**src/rtl/rfd_pkg.sv**
```systemverilog
package rfd_pkg;

    localparam int DEF_MAX_TERMS = 8;
    localparam int DEF_FRAC_BITS = 16;
    localparam int CFG_REGS      = 4;
    localparam int CFG_AW        = 4;

    // input commands
    localparam logic CMD_WRITE = 1'b0;
    localparam logic CMD_EVAL  = 1'b1;

    // result status codes
    localparam logic [1:0] ST_OK   = 2'd0;
    localparam logic [1:0] ST_DEN0 = 2'd1;
    localparam logic [1:0] ST_SAT  = 2'd2;

    // configuration register indexes
    localparam logic [1:0] REG_FIELD_NUM = 2'd0;
    localparam logic [1:0] REG_FIELD_DEN = 2'd1;
    localparam logic [1:0] REG_PHASE_NUM = 2'd2;
    localparam logic [1:0] REG_PHASE_DEN = 2'd3;

    typedef enum logic [2:0] {
        S_IDLE,
        S_HORNER,
        S_QUOT,
        S_D1,
        S_D2,
        S_DONE
    } rfd_state_t;

    typedef enum logic [1:0] {
        DIV_QUOT,
        DIV_D1,
        DIV_D2
    } rfd_div_sel_t;

    // saturate a 64-bit value to 32 bits
    function automatic logic [32:0] sat32(input logic signed [63:0] v);
        logic [32:0] r;
        if (v > 64'sh0000_0000_7FFF_FFFF)
            r = {1'b1, 32'h7FFF_FFFF};
        else if (v < -64'sh0000_0000_8000_0000)
            r = {1'b1, 32'h8000_0000};
        else
            r = {1'b0, v[31:0]};
        return r;
    endfunction

    // round to nearest (ties up) dropping fb bits, then saturate
    function automatic logic [32:0] rnd_sat(input logic signed [63:0] p, input int fb);
        logic signed [63:0] t;
        t = (p + (64'sd1 <<< (fb - 1))) >>> fb;
        return sat32(t);
    endfunction

endpackage

```
**src/rtl/rfd_div.sv**
```systemverilog
// Restoring divider: num * 2^F / d, truncated toward zero, saturated to 32 bits.
module rfd_div
    import rfd_pkg::*;
#(
    parameter int FRAC_BITS = DEF_FRAC_BITS
)(
    input  logic              clk,
    input  logic              rst_n,
    input  logic              start,
    input  logic signed [35:0] num,
    input  logic signed [31:0] den,
    output logic              done,
    output logic signed [31:0] quo,
    output logic              sat
);
    localparam int NW = 36 + FRAC_BITS;
    localparam int CW = $clog2(NW + 1);

    logic [NW-1:0] dvd_reg, dvd_next;
    logic [NW-1:0] q_reg, q_next;
    logic [32:0]   r_reg, r_next;
    logic [31:0]   dv_reg;
    logic          neg_reg, busy_reg, busy_next;
    logic [CW-1:0] cnt_reg, cnt_next;
    logic [NW-1:0] an;
    logic [33:0]   t;
    logic signed [NW:0] sq;
    logic [32:0]   sv;

    assign an = num[35] ? NW'(-(NW'(signed'(num)) <<< FRAC_BITS))
                        : NW'(NW'(num) << FRAC_BITS);

    always_comb begin
        dvd_next = dvd_reg;
        q_next   = q_reg;
        r_next   = r_reg;
        cnt_next = cnt_reg;
        busy_next = busy_reg;
        t = '0;
        if (start) begin
            dvd_next = an;
            q_next   = '0;
            r_next   = '0;
            cnt_next = CW'(NW);
            busy_next = 1'b1;
        end else if (busy_reg) begin
            t = {r_reg, dvd_reg[NW-1]} - {2'b00, dv_reg};
            if (!t[33]) begin
                r_next = t[32:0];
                q_next = {q_reg[NW-2:0], 1'b1};
            end else begin
                r_next = {r_reg[31:0], dvd_reg[NW-1]};
                q_next = {q_reg[NW-2:0], 1'b0};
            end
            dvd_next = {dvd_reg[NW-2:0], 1'b0};
            cnt_next = cnt_reg - 1'b1;
            if (cnt_reg == CW'(1))
                busy_next = 1'b0;
        end
    end

    always_ff @(posedge clk) begin
        dvd_reg <= dvd_next;
        q_reg   <= q_next;
        r_reg   <= r_next;
        if (start) begin
            dv_reg  <= den[31] ? 32'(-den) : den;
            neg_reg <= num[35] ^ den[31];
        end
    end

    always_ff @(posedge clk or negedge rst_n) begin
        if (!rst_n) begin
            busy_reg <= 1'b0;
            cnt_reg  <= '0;
        end else begin
            busy_reg <= busy_next;
            cnt_reg  <= cnt_next;
        end
    end

    assign done = busy_reg && (cnt_reg == CW'(1));
    assign sq   = neg_reg ? -$signed({1'b0, q_next}) : $signed({1'b0, q_next});
    assign sv   = sat32(64'(sq));
    assign quo  = sv[31:0];
    assign sat  = sv[32];
endmodule

```
**config.mk**
```make
export PLATFORM = sky130hd
export DESIGN_NAME = rfd_div
export DESIGN_NICKNAME = d
export VERILOG_FILES = /design/src/rtl/rfd_pkg.sv /design/src/rtl/rfd_div.sv
export SDC_FILE = /design/constraint.sdc
export NUM_CORES = 1
export LEC_CHECK = 0
export CAP_MARGIN = 20
export CORE_MARGIN = 1.5
export CORE_UTILIZATION = 40
export CTS_CLUSTER_DIAMETER = 50
export DETAILED_ROUTE_END_ITERATION = 12
export DONT_BUFFER_PORTS = 1
export GPL_TIMING_DRIVEN = 0
export PLACE_DENSITY = 0.57
export SETUP_SLACK_MARGIN = 0.3
export SYNTH_ARGS = -nofsm -noshare
export SYNTH_HDL_FRONTEND = slang
export SYNTH_SLANG_ARGS = --single-unit
export TNS_END_PERCENT = 1
```
**constraint.sdc**
```tcl
create_clock -name clk -period 9.9 [get_ports clk]
set_clock_uncertainty 0.2 [all_clocks]
set_input_delay 1.98 -clock clk [delete_from_list [all_inputs] [get_ports clk]]
set_output_delay 1.98 -clock clk [all_outputs]
set_load 0.02 [all_outputs]
```
=== Word-level counts from Yosys, hierarchy flattened ===
Index checks and enable logic that the tools add are counted.

* Word-level logic and storage cells: 35
* Bits of input ports: 71
* Bits in registers: 177
* Output and inout port bits: 34

* Bitwise operators: 1
* Reduce and logical (&&, ||, !) cells: 2
* Order comparisons: 2
* Muxes and demuxes: 16
* Equality and inequality tests: 1
* Add/subtract/negate cells: 5

{| class="wikitable"
|+ Operators with widths
! kind !! count
|-
| 52-bit two-way mux || 5
|-
| 33-bit two-way mux || 3
|-
| 53-bit by 32-bit > comparator with 1-bit output, second input constant || 1
|-
| 53-bit by 32-bit < comparator with 1-bit output, second input constant || 1
|-
| 53-bit two-way mux || 1
|-
| 52-bit negator with 53-bit output || 1
|-
| 52-bit negator || 1
|-
| 34-bit by 32-bit subtractor with 34-bit output || 1
|-
| 32-bit negator || 1
|-
| 31-bit two-way mux || 1
|-
| 6-bit two-way mux || 2
|-
| 6-bit by 1-bit equality test with 1-bit output, second input constant || 1
|-
| 6-bit by 1-bit subtractor with 6-bit output, second input constant || 1
|-
| 1-bit two-way mux || 4
|-
| 2-bit nonzero test || 1
|-
| 1-bit logical AND || 1
|-
| 1-bit bitwise XOR || 1
|}

=== Logic depth before layout (Yosys ltp) ===
Gate-level depths: netlist of run 1.

* Word-level depth: 9
* Mapped depth: 24
* Mapped depth without buffers: 20

=== Worst setup path before layout of run 1 ===
Ideal clock, no wire load.

* Kind: input-to-output
* Start point: input port start
* End point: output port quo[1]
* Arrival: 6.176 ns
* Path slack: 1.544 ns
* Data required time: 7.720 ns
* Buffers on the path: 2
* Stages on the path: 18
* Path through: nor2_1 -> and3_1 -> mux2_2 -> a21o_1 -> or3_1 -> clkbuf_1 -> buf_2 -> inv_1 -> ha_1 -> or4b_1 -> or3_1 -> a211oi_1 -> a21oi_1 -> o21ai_1 -> nand4_1 -> nor4_4 -> a21oi_4 -> o21ai_0

* Cells in the longest elaborated chain, start to end: 6
* Elaborated cells between the ends (all ways): 7
* Those cells by class: 1 x add/sub; 2 x order compare; 4 x mux

{| class="wikitable"
|+ RTL lines
! what !! RTL line !! RTL
|-
| start, declared || rfd_div.sv:9 || <nowiki>input logic start,</nowiki>
|-
| 52-bit two-way mux * || rfd_div.sv:40 || <nowiki>if (start) begin</nowiki>
|-
| via q_next[0] || rfd_div.sv:20 || <nowiki>logic [NW-1:0] q_reg, q_next;</nowiki>
|-
| 52-bit negator with 53-bit output || rfd_div.sv:83 || <nowiki>assign sq = neg_reg ? -$signed({1'b0, q_next}) : $signed({1'b0, q_next});</nowiki>
|-
| 53-bit two-way mux * || rfd_div.sv:83 ||
|-
| 53-bit by 32-bit < comparator with 1-bit output || rfd_pkg.sv:43 || <nowiki>else if (v < -64'sh0000_0000_8000_0000)</nowiki>
|-
| 33-bit two-way mux || rfd_pkg.sv:43 ||
|-
| 33-bit two-way mux * || rfd_pkg.sv:41 || <nowiki>if (v > 64'sh0000_0000_7FFF_FFFF)</nowiki>
|-
| end, declared || rfd_div.sv:13 || <nowiki>output logic signed [31:0] quo,</nowiki>
|}

Mark *: on every way through the listed nets, which the timed path passes. The rest lies on a longest branch.

=== Final worst setup path of run 1 ===
* Start point: input port start
* End point: output port quo[12]

Same word-level chain as after synthesis.

==> results of run 1 <==
[critical path, delay by kind of cell]
kind	cells	cell delay, ps
buf+inv	7	1920
simple gates	4	1720
compound gates	6	1310
fa+ha+maj	1	270
[Yosys cell counts (6+ instances only)]
| cell | n |
|---|---|
| ha_1 | 38 |
| xor2_1 | 64 |
| nor3b_1 | 9 |
| nand3_1 | 19 |
| nand2b_1 | 23 |
| nor2b_1 | 10 |
| o21ai_1 | 13 |
| or4_1 | 15 |
| a41oi_1 | 8 |
| dfrtp_1 | 7 |
| nand2_1 | 118 |
| buf_2 | 14 |
| inv_1 | 78 |
| a21oi_1 | 122 |
| buf_1 | 14 |
| clkbuf_1 | 37 |
| a211oi_1 | 22 |
| o41ai_1 | 15 |
| o31ai_1 | 36 |
| or3_1 | 20 |
| xnor2_1 | 67 |
| dfxtp_1 | 85 |
| o21ai_0 | 54 |
| mux2i_1 | 34 |
| o21a_1 | 8 |
| or2_2 | 9 |
| nand4_1 | 8 |
| buf_6 | 6 |
| edfxtp_1 | 69 |
| o211a_1 | 6 |
| a31oi_1 | 18 |
| o211ai_1 | 10 |
| nor4_1 | 11 |
| a21o_1 | 19 |
| nor2_1 | 142 |
| nor3_2 | 6 |
| nor3_1 | 30 |
| a211oi_2 | 12 |
| and3_1 | 18 |
[final timing paths]
check | start | to | slack (ps) | cells past startpoint
worst min register to register | r_reg[8] | r_reg[8] | 310 | 2
worst max register to register | busy_reg | r_reg[10] | 4350 | 12
worst max-delay path | start | quo[12] | 480 | 18
worst min-delay path | r_reg[8] | r_reg[8] | 310 | 2
max in group asynchronous | rst_n | cnt_reg[5] | 8390 | 0
min in group asynchronous | rst_n | cnt_reg[2] | 1030 | 0
[cell families (layout without fill, tap and decap cells)]
| group | count (synthesis) | after routing | synth area share |
|---|---|---|---|
| buffers and inverters | 151 | 186 | 0.05381 |
| and+or+nand+nor | 465 | 465 | 0.2015 |
| xor gates and xnor gates | 131 | 131 | 0.09752 |
| muxes | 38 | 38 | 0.03297 |
| AOI/OAI and AO/OA | 404 | 404 | 0.2364 |
| DFF | 161 | 161 | 0.3356 |
| adders and majority gates | 39 | 39 | 0.04211 |
[layer usage]
metal  up-vias  global-route usage  part of all wire
met2       340              0.3821              0.47
met4         0             0.07514             0.026
met5         -                   0                 0
met3        62             0.02909             0.056
li1       5121                   -                 -
met1      5021              0.2948              0.45
[layout make-up]
class	count	area, um2
Tap cell	384	480.5
Fill cell	2950	15980
Clock inverter	15	151.4
Clock buffer	17	425.4
Multi-Input combinational cell	1077	7188
Timing Repair Buffer	3	42.54
Buffer	72	340.3
Sequential cell	161	3949
Inverter	79	296.5
[power by group]
part	total, W	switching, W	internal (W)
registers	0.000882	0.0000801	0.000802
logic	0.00174	0.00110	0.000644
clock network	0.000664	0.000309	0.000355
total	0.00329	0.00149	0.00180
[per-stage QoR]
stage	total power (W)	utilization	setup slack [ps]
after global routing	0.003498	0.4461	327.5
after CTS	0.003282	0.4458	375.7
after global placement	0.002602	0.4243	20.57
after floorplan	0.002217	-	1544
after detailed placement	0.002617	0.4253	114.0
final	0.003287	0.4461	480.7
[timing repair]
| item | CTS | global route |
|---|---|---|
| resized for setup | 0 | 4 |
| endpoints found under the hold margin | 0 | 0 |
| pin swaps | 1 | 0 |
| cloned | 0 | 0 |
| setup buffers | 2 | 0 |
| setup endpoints to repair | 24 | 30 |
[placed cells by master (no fill, tap or decap), types with 38 or more instances in the layout]
cell,n
nor2_1,142
a21oi_1,122
nand2_1,118
dfxtp_1,85
inv_1,78
edfxtp_1,69
xnor2_1,67
xor2_1,64
o21ai_0,54
ha_1,38
==> results.cfg, run 1 <==
[outcome]
run_status = complete, no violations

[setup_path]
worst-endpoint-arrival_ps = 7240
cp_common_cell = buf_2
path_class = in -> out
crit_path_max_incr_delay_ps = 610
critPathSlowestCell = or4b_1
worst_endpoint_required_time_ps = 7720
critPathCaptureType = output pin
worst_setup_start_kind = input port
crit_fanout = 39
crit_path_cell_trace = buf_2, clkbuf_4, clkbuf_2, buf_2, buf_2, nor2_1, inv_1, ha_1, or4b_1, or3_1, a2bb2oi_1, a22oi_1, o2111ai_1, nor4_2, o21ai_2, o21ai_2, buf_2, o21ai_1

[final_layout]
post_route_cells_drive_above_1_share = 0.08006
finalNetCount = 1521
finalInstanceArea_um2 = 12870
final_cells = 1808
diodes = 0
area_growth_syn_to_layout_pct = 9.423
largest_register_ff_count = 52

[clocking]
insertion_delay_ps = 450
ctsHoldBuffers = 0
clock_sink_count = 161
clockBufferDepth = 2
clock_buffers_created_by_tritoncts = 17
clk_pin_slew_worst_paths_ps = 70
clock-root-buffer = clkbuf_16
clock_tree_from_tritoncts = done
htreeDepth = 4

[grt]
number_of_antenna_violations_at_the_first_check_in_global_routing = 0
grt_pass1_wl_um = 54130
gr-usage-all-layers = 0.2250
grt_pass1_vias = 10010
maximum_number_of_pins_on_one_net_before_global_route_repair = 40
grt_overflow = 0

[power_and_ir_drop]
cellPowerDensity_nw_per_um2 = 255.4
peak_supply_drop_mv = 0.1006
leakagePower_nw = 5.103

[synthesis]
yosys.area.top_type = edfxtp_1
synthCells = 1389
synth_top_area_share = 0.1761
postSynth.asyncResetShare = 0.04348
synth.area.top_cells = edfxtp_1, dfxtp_1, a21oi_1, xnor2_1, xor2_1
syn-mean-instance-area_um2 = 8.470
postSynthNetCount = 1499
seq_area_frac_synth = 0.3356
postSynthRegisterBits = 161
synth_ff_type = dfxtp_1
yosys.cell_types.count = 87
yosysWarningCount = 0
synthesis.area_um2 = 11770
synth_enable_flop_cells = 69

[sta]
hold-worst-slack_ps = 312.8
timing.fmax_ghz = 0.1062
timing.final.crit_share = 0.9514
rsz0062_at_grt = false
finalSetupTns_ps = 0
pins_over_slew_limit = 0
max_slew.worst_pin.slew_ps = 985.5
setup_viol = 0
finalWorstPathRequiredPeriod_ps = 9419
slew_headroom = 0.3424
final_count_of_hold_timing_violations = 0

[hold_path]
hold_class = reg -> reg

[floorplanning]
core_area_um2 = 28860
io_pins = 105
dieArea_um2 = 30450
die_h_um = 174.5
start_util = 0.4077
die-width_um = 174.5
fp-row-count = 62

[place]
routabilityCongestion = 0.9470
dp.cells = 1774
detailed_place.area_um2 = 12270
portBuffers = 0
hpwl_um = 26200

[route]
ant_nets = 0
detailedRoute.firstPassIterationCount = 5
drt_iter0_markers = 761
avgViaCountPerCell = 5.832
totalWireLength_um = 34510
detail_route.wl_per_cell_um = 19.08
detailroute.via_count = 10544
route.detailed.drc = 0

[run]
maxCapViolations = 0
Note: power is estimated with default switching activity, not from simulation.
==> run 2, diff against run 1 <==
--- a/config.mk
+++ b/config.mk
@@ -6,6 +6,7 @@
 export NUM_CORES = 1
 export LEC_CHECK = 0
 export CAP_MARGIN = 20
+export CORE_ASPECT_RATIO = 1.2
 export CORE_MARGIN = 1.5
 export CORE_UTILIZATION = 40
 export CTS_CLUSTER_DIAMETER = 50
==> run 2 against run 1 <==
Effect of this change:
- register-to-register slack worse by 150 ps
- sequential share of layout area about the same
- combinational power about the same
- worst setup slack worse by 130 ps
- power about the same
- critical path depth unchanged
- global-route usage up 1.2 points
- non-clock buffer count unchanged
- flip-flop and latch count unchanged
- design area about the same
- fmax down 1.3%
- highest routed layer unchanged
==> results.cfg, run 2 (synthesis gave the netlist of run 1 again) <==
[floorplanning]
start_util = 0.4079
io_pins = 105
fp-row-count = 68
dieArea_um2 = 30460
die_h_um = 190.9
core_area_um2 = 28840
die-width_um = 159.6

[sta]
timing.final.crit_share = 0.9642
setup_viol = 0
finalWorstPathRequiredPeriod_ps = 9545
pins_over_slew_limit = 0
timing.fmax_ghz = 0.1048
worst_slack_ps = 354.5
max_slew.worst_pin.slew_ps = 1009
slew_headroom = 0.3265
rsz0062_at_grt = true
final_count_of_hold_timing_violations = 0

[setup_path]
worst_endpoint_required_time_ps = 7720
cp_common_cell = buf_2
critical_path.n_buffers_inverters = 7
worst_setup_start_kind = input port
kind_of_cell_adding_the_most_delay_to_the_critical_path = buffers and inverters
crit_fanout = 39
critPathCaptureType = output pin
crit_path_cell_trace = buf_2, buf_2, clkbuf_2, buf_2, buf_2, nor2_1, inv_1, ha_1, or4b_1, or3_1, a2bb2oi_1, a22oi_1, o2111ai_1, nor4_2, o21ai_2, o21ai_2, buf_2, o21ai_1
path_class = in -> out
crit_path_max_incr_delay_ps = 600
worst-endpoint-arrival_ps = 7370
critPathSlowestCell = or4b_1

[final_layout]
final_util = 0.4466
diodes = 0
mostFrequentLayoutCell = nor2_1
post_route_cells_drive_above_1_share = 0.07935
layout_common_cells = nor2_1, a21oi_1, nand2_1
final.fill_count = 2866
area_growth_syn_to_layout_pct = 9.486
register_area_um2 = 3949
largest_register_ff_count = 52
multiInputGateArea_um2 = 7186
finalNetCount = 1521

[hold_path]
hold_class = reg -> reg

[clocking]
insertion_delay_ps = 440
clock_sink_count = 161
clk_pin_slew_worst_paths_ps = 70
clock_tree_from_tritoncts = done
clockBufferDepth = 2
htreeDepth = 4
clock-root-buffer = clkbuf_16
clock_buffers_created_by_tritoncts = 17

[power_and_ir_drop]
combinational_power_share = 0.527
clkPwrFrac = 0.204
net-switching-power_w = 0.001465
register_share_of_total_power = 0.269
leakagePower_nw = 5.103
cellPowerDensity_nw_per_um2 = 255.1
power.internal_w = 0.001821
power.share.switching = 0.4457
peak_supply_drop_mv = 0.1020

[route]
totalWireLength_um = 35760
route.detailed.drc = 0
detailedRoute.firstPassIterationCount = 5
detail_route.wl_per_cell_um = 19.77
avgViaCountPerCell = 5.833
ant_nets = 0
drt_iter0_markers = 673
detailroute.via_count = 10552

[grt]
maximum_number_of_pins_on_one_net_before_global_route_repair = 40
grt_overflow = 0
number_of_antenna_violations_at_the_first_check_in_global_routing = 0
grt_pass1_wl_um = 56770
grt_pass1_vias = 10538
gr-usage-all-layers = 0.2367

[place]
portBuffers = 0
routabilityCongestion = 0.9397
hpwl_um = 26940
post-place-ws_ps = -198.8

[outcome]
run_status = complete, no violations

[run]
maxCapViolations = 0
## run 2: changes by cell type in the layout (fill, tap and decap cells not counted), moves of 2 or more
cell       change
o21ai_0        -2
inv_8          -5
clkinv_4       -3
clkbuf_16      +3
o21ai_1        +2
clkbuf_1       +2
inv_6          +2
## run 2: per-stage QoR
step                instance area (um2)  instances  TNS [ps]  power [W]  hold slack (ps)
finish                            12880       1809         0   0.003286            309.5
detailed placement                12270       1775     -2396   0.002607            292.7
global placement                  12250       1774     -1781   0.002592            295.2
global route                      12880       1809         0   0.003496            329.0
CTS                               12880       1809         0   0.003286            306.2
floorplan                         11770       1389         0   0.002217            268.6
## run 2: worst reg2reg max path, delay by kind of cell (launching register included)
| kind | cells | cell delay (ps) |
|---|---|---|
| compound gates | 1 | 180 |
| flops | 1 | 420 |
| buf+inv | 10 | 4750 |
| simple gates | 1 | 100 |
## run 2: what timing repair did
action | 4_1_cts | 5_1_grt
endpoints found under the setup margin | 32 | 14
hold buffers | 0 | 0
buffers inserted | 2 | 0
pin swaps | 1 | 0
gates resized for setup | 3 | 1
## run 2: power groups by stage
stage | Sequential, W | Combinational, W | Clock [W]
2_1_floorplan | 0.000864 | 0.00135 | 0
3_3_place_gp | 0.000893 | 0.00170 | 0
3_5_place_dp | 0.000892 | 0.00171 | 0
4_1_cts | 0.000880 | 0.00173 | 0.000680
5_1_grt | 0.000893 | 0.00190 | 0.000704
6_report | 0.000883 | 0.00173 | 0.000671
## run 2: area by class of cell
class	count	share of cell area
multi-input cells	1077	0.5578
flip-flops and latches	161	0.3066
clock buffers	23	0.04051
well taps	385	0.03740
plain buffers	72	0.02623
inverters	79	0.02302
clock inverters	9	0.005148
repair buffers	3	0.003303
## run 2: final timing paths
path | from | end | slack (ps) | cells after the start
min | r_reg[30] | r_reg[30] | 310 | 2
max in group asynchronous | rst_n | cnt_reg[0] | 8400 | 0
max | start | quo[6] | 350 | 18
max reg2reg | busy_reg | r_reg[10] | 4200 | 12
min reg2reg | r_reg[30] | r_reg[30] | 310 | 2
min in group asynchronous | rst_n | cnt_reg[3] | 1030 | 0
## run 2: layer usage
layer  track usage  vias to the layer above  share of wire
met1        0.2768                     5022           0.42
met3       0.04437                       91          0.051
met5             0                        -              0
li1              -                     5111              -
met4        0.1030                        0          0.037
met2        0.4221                      328           0.49
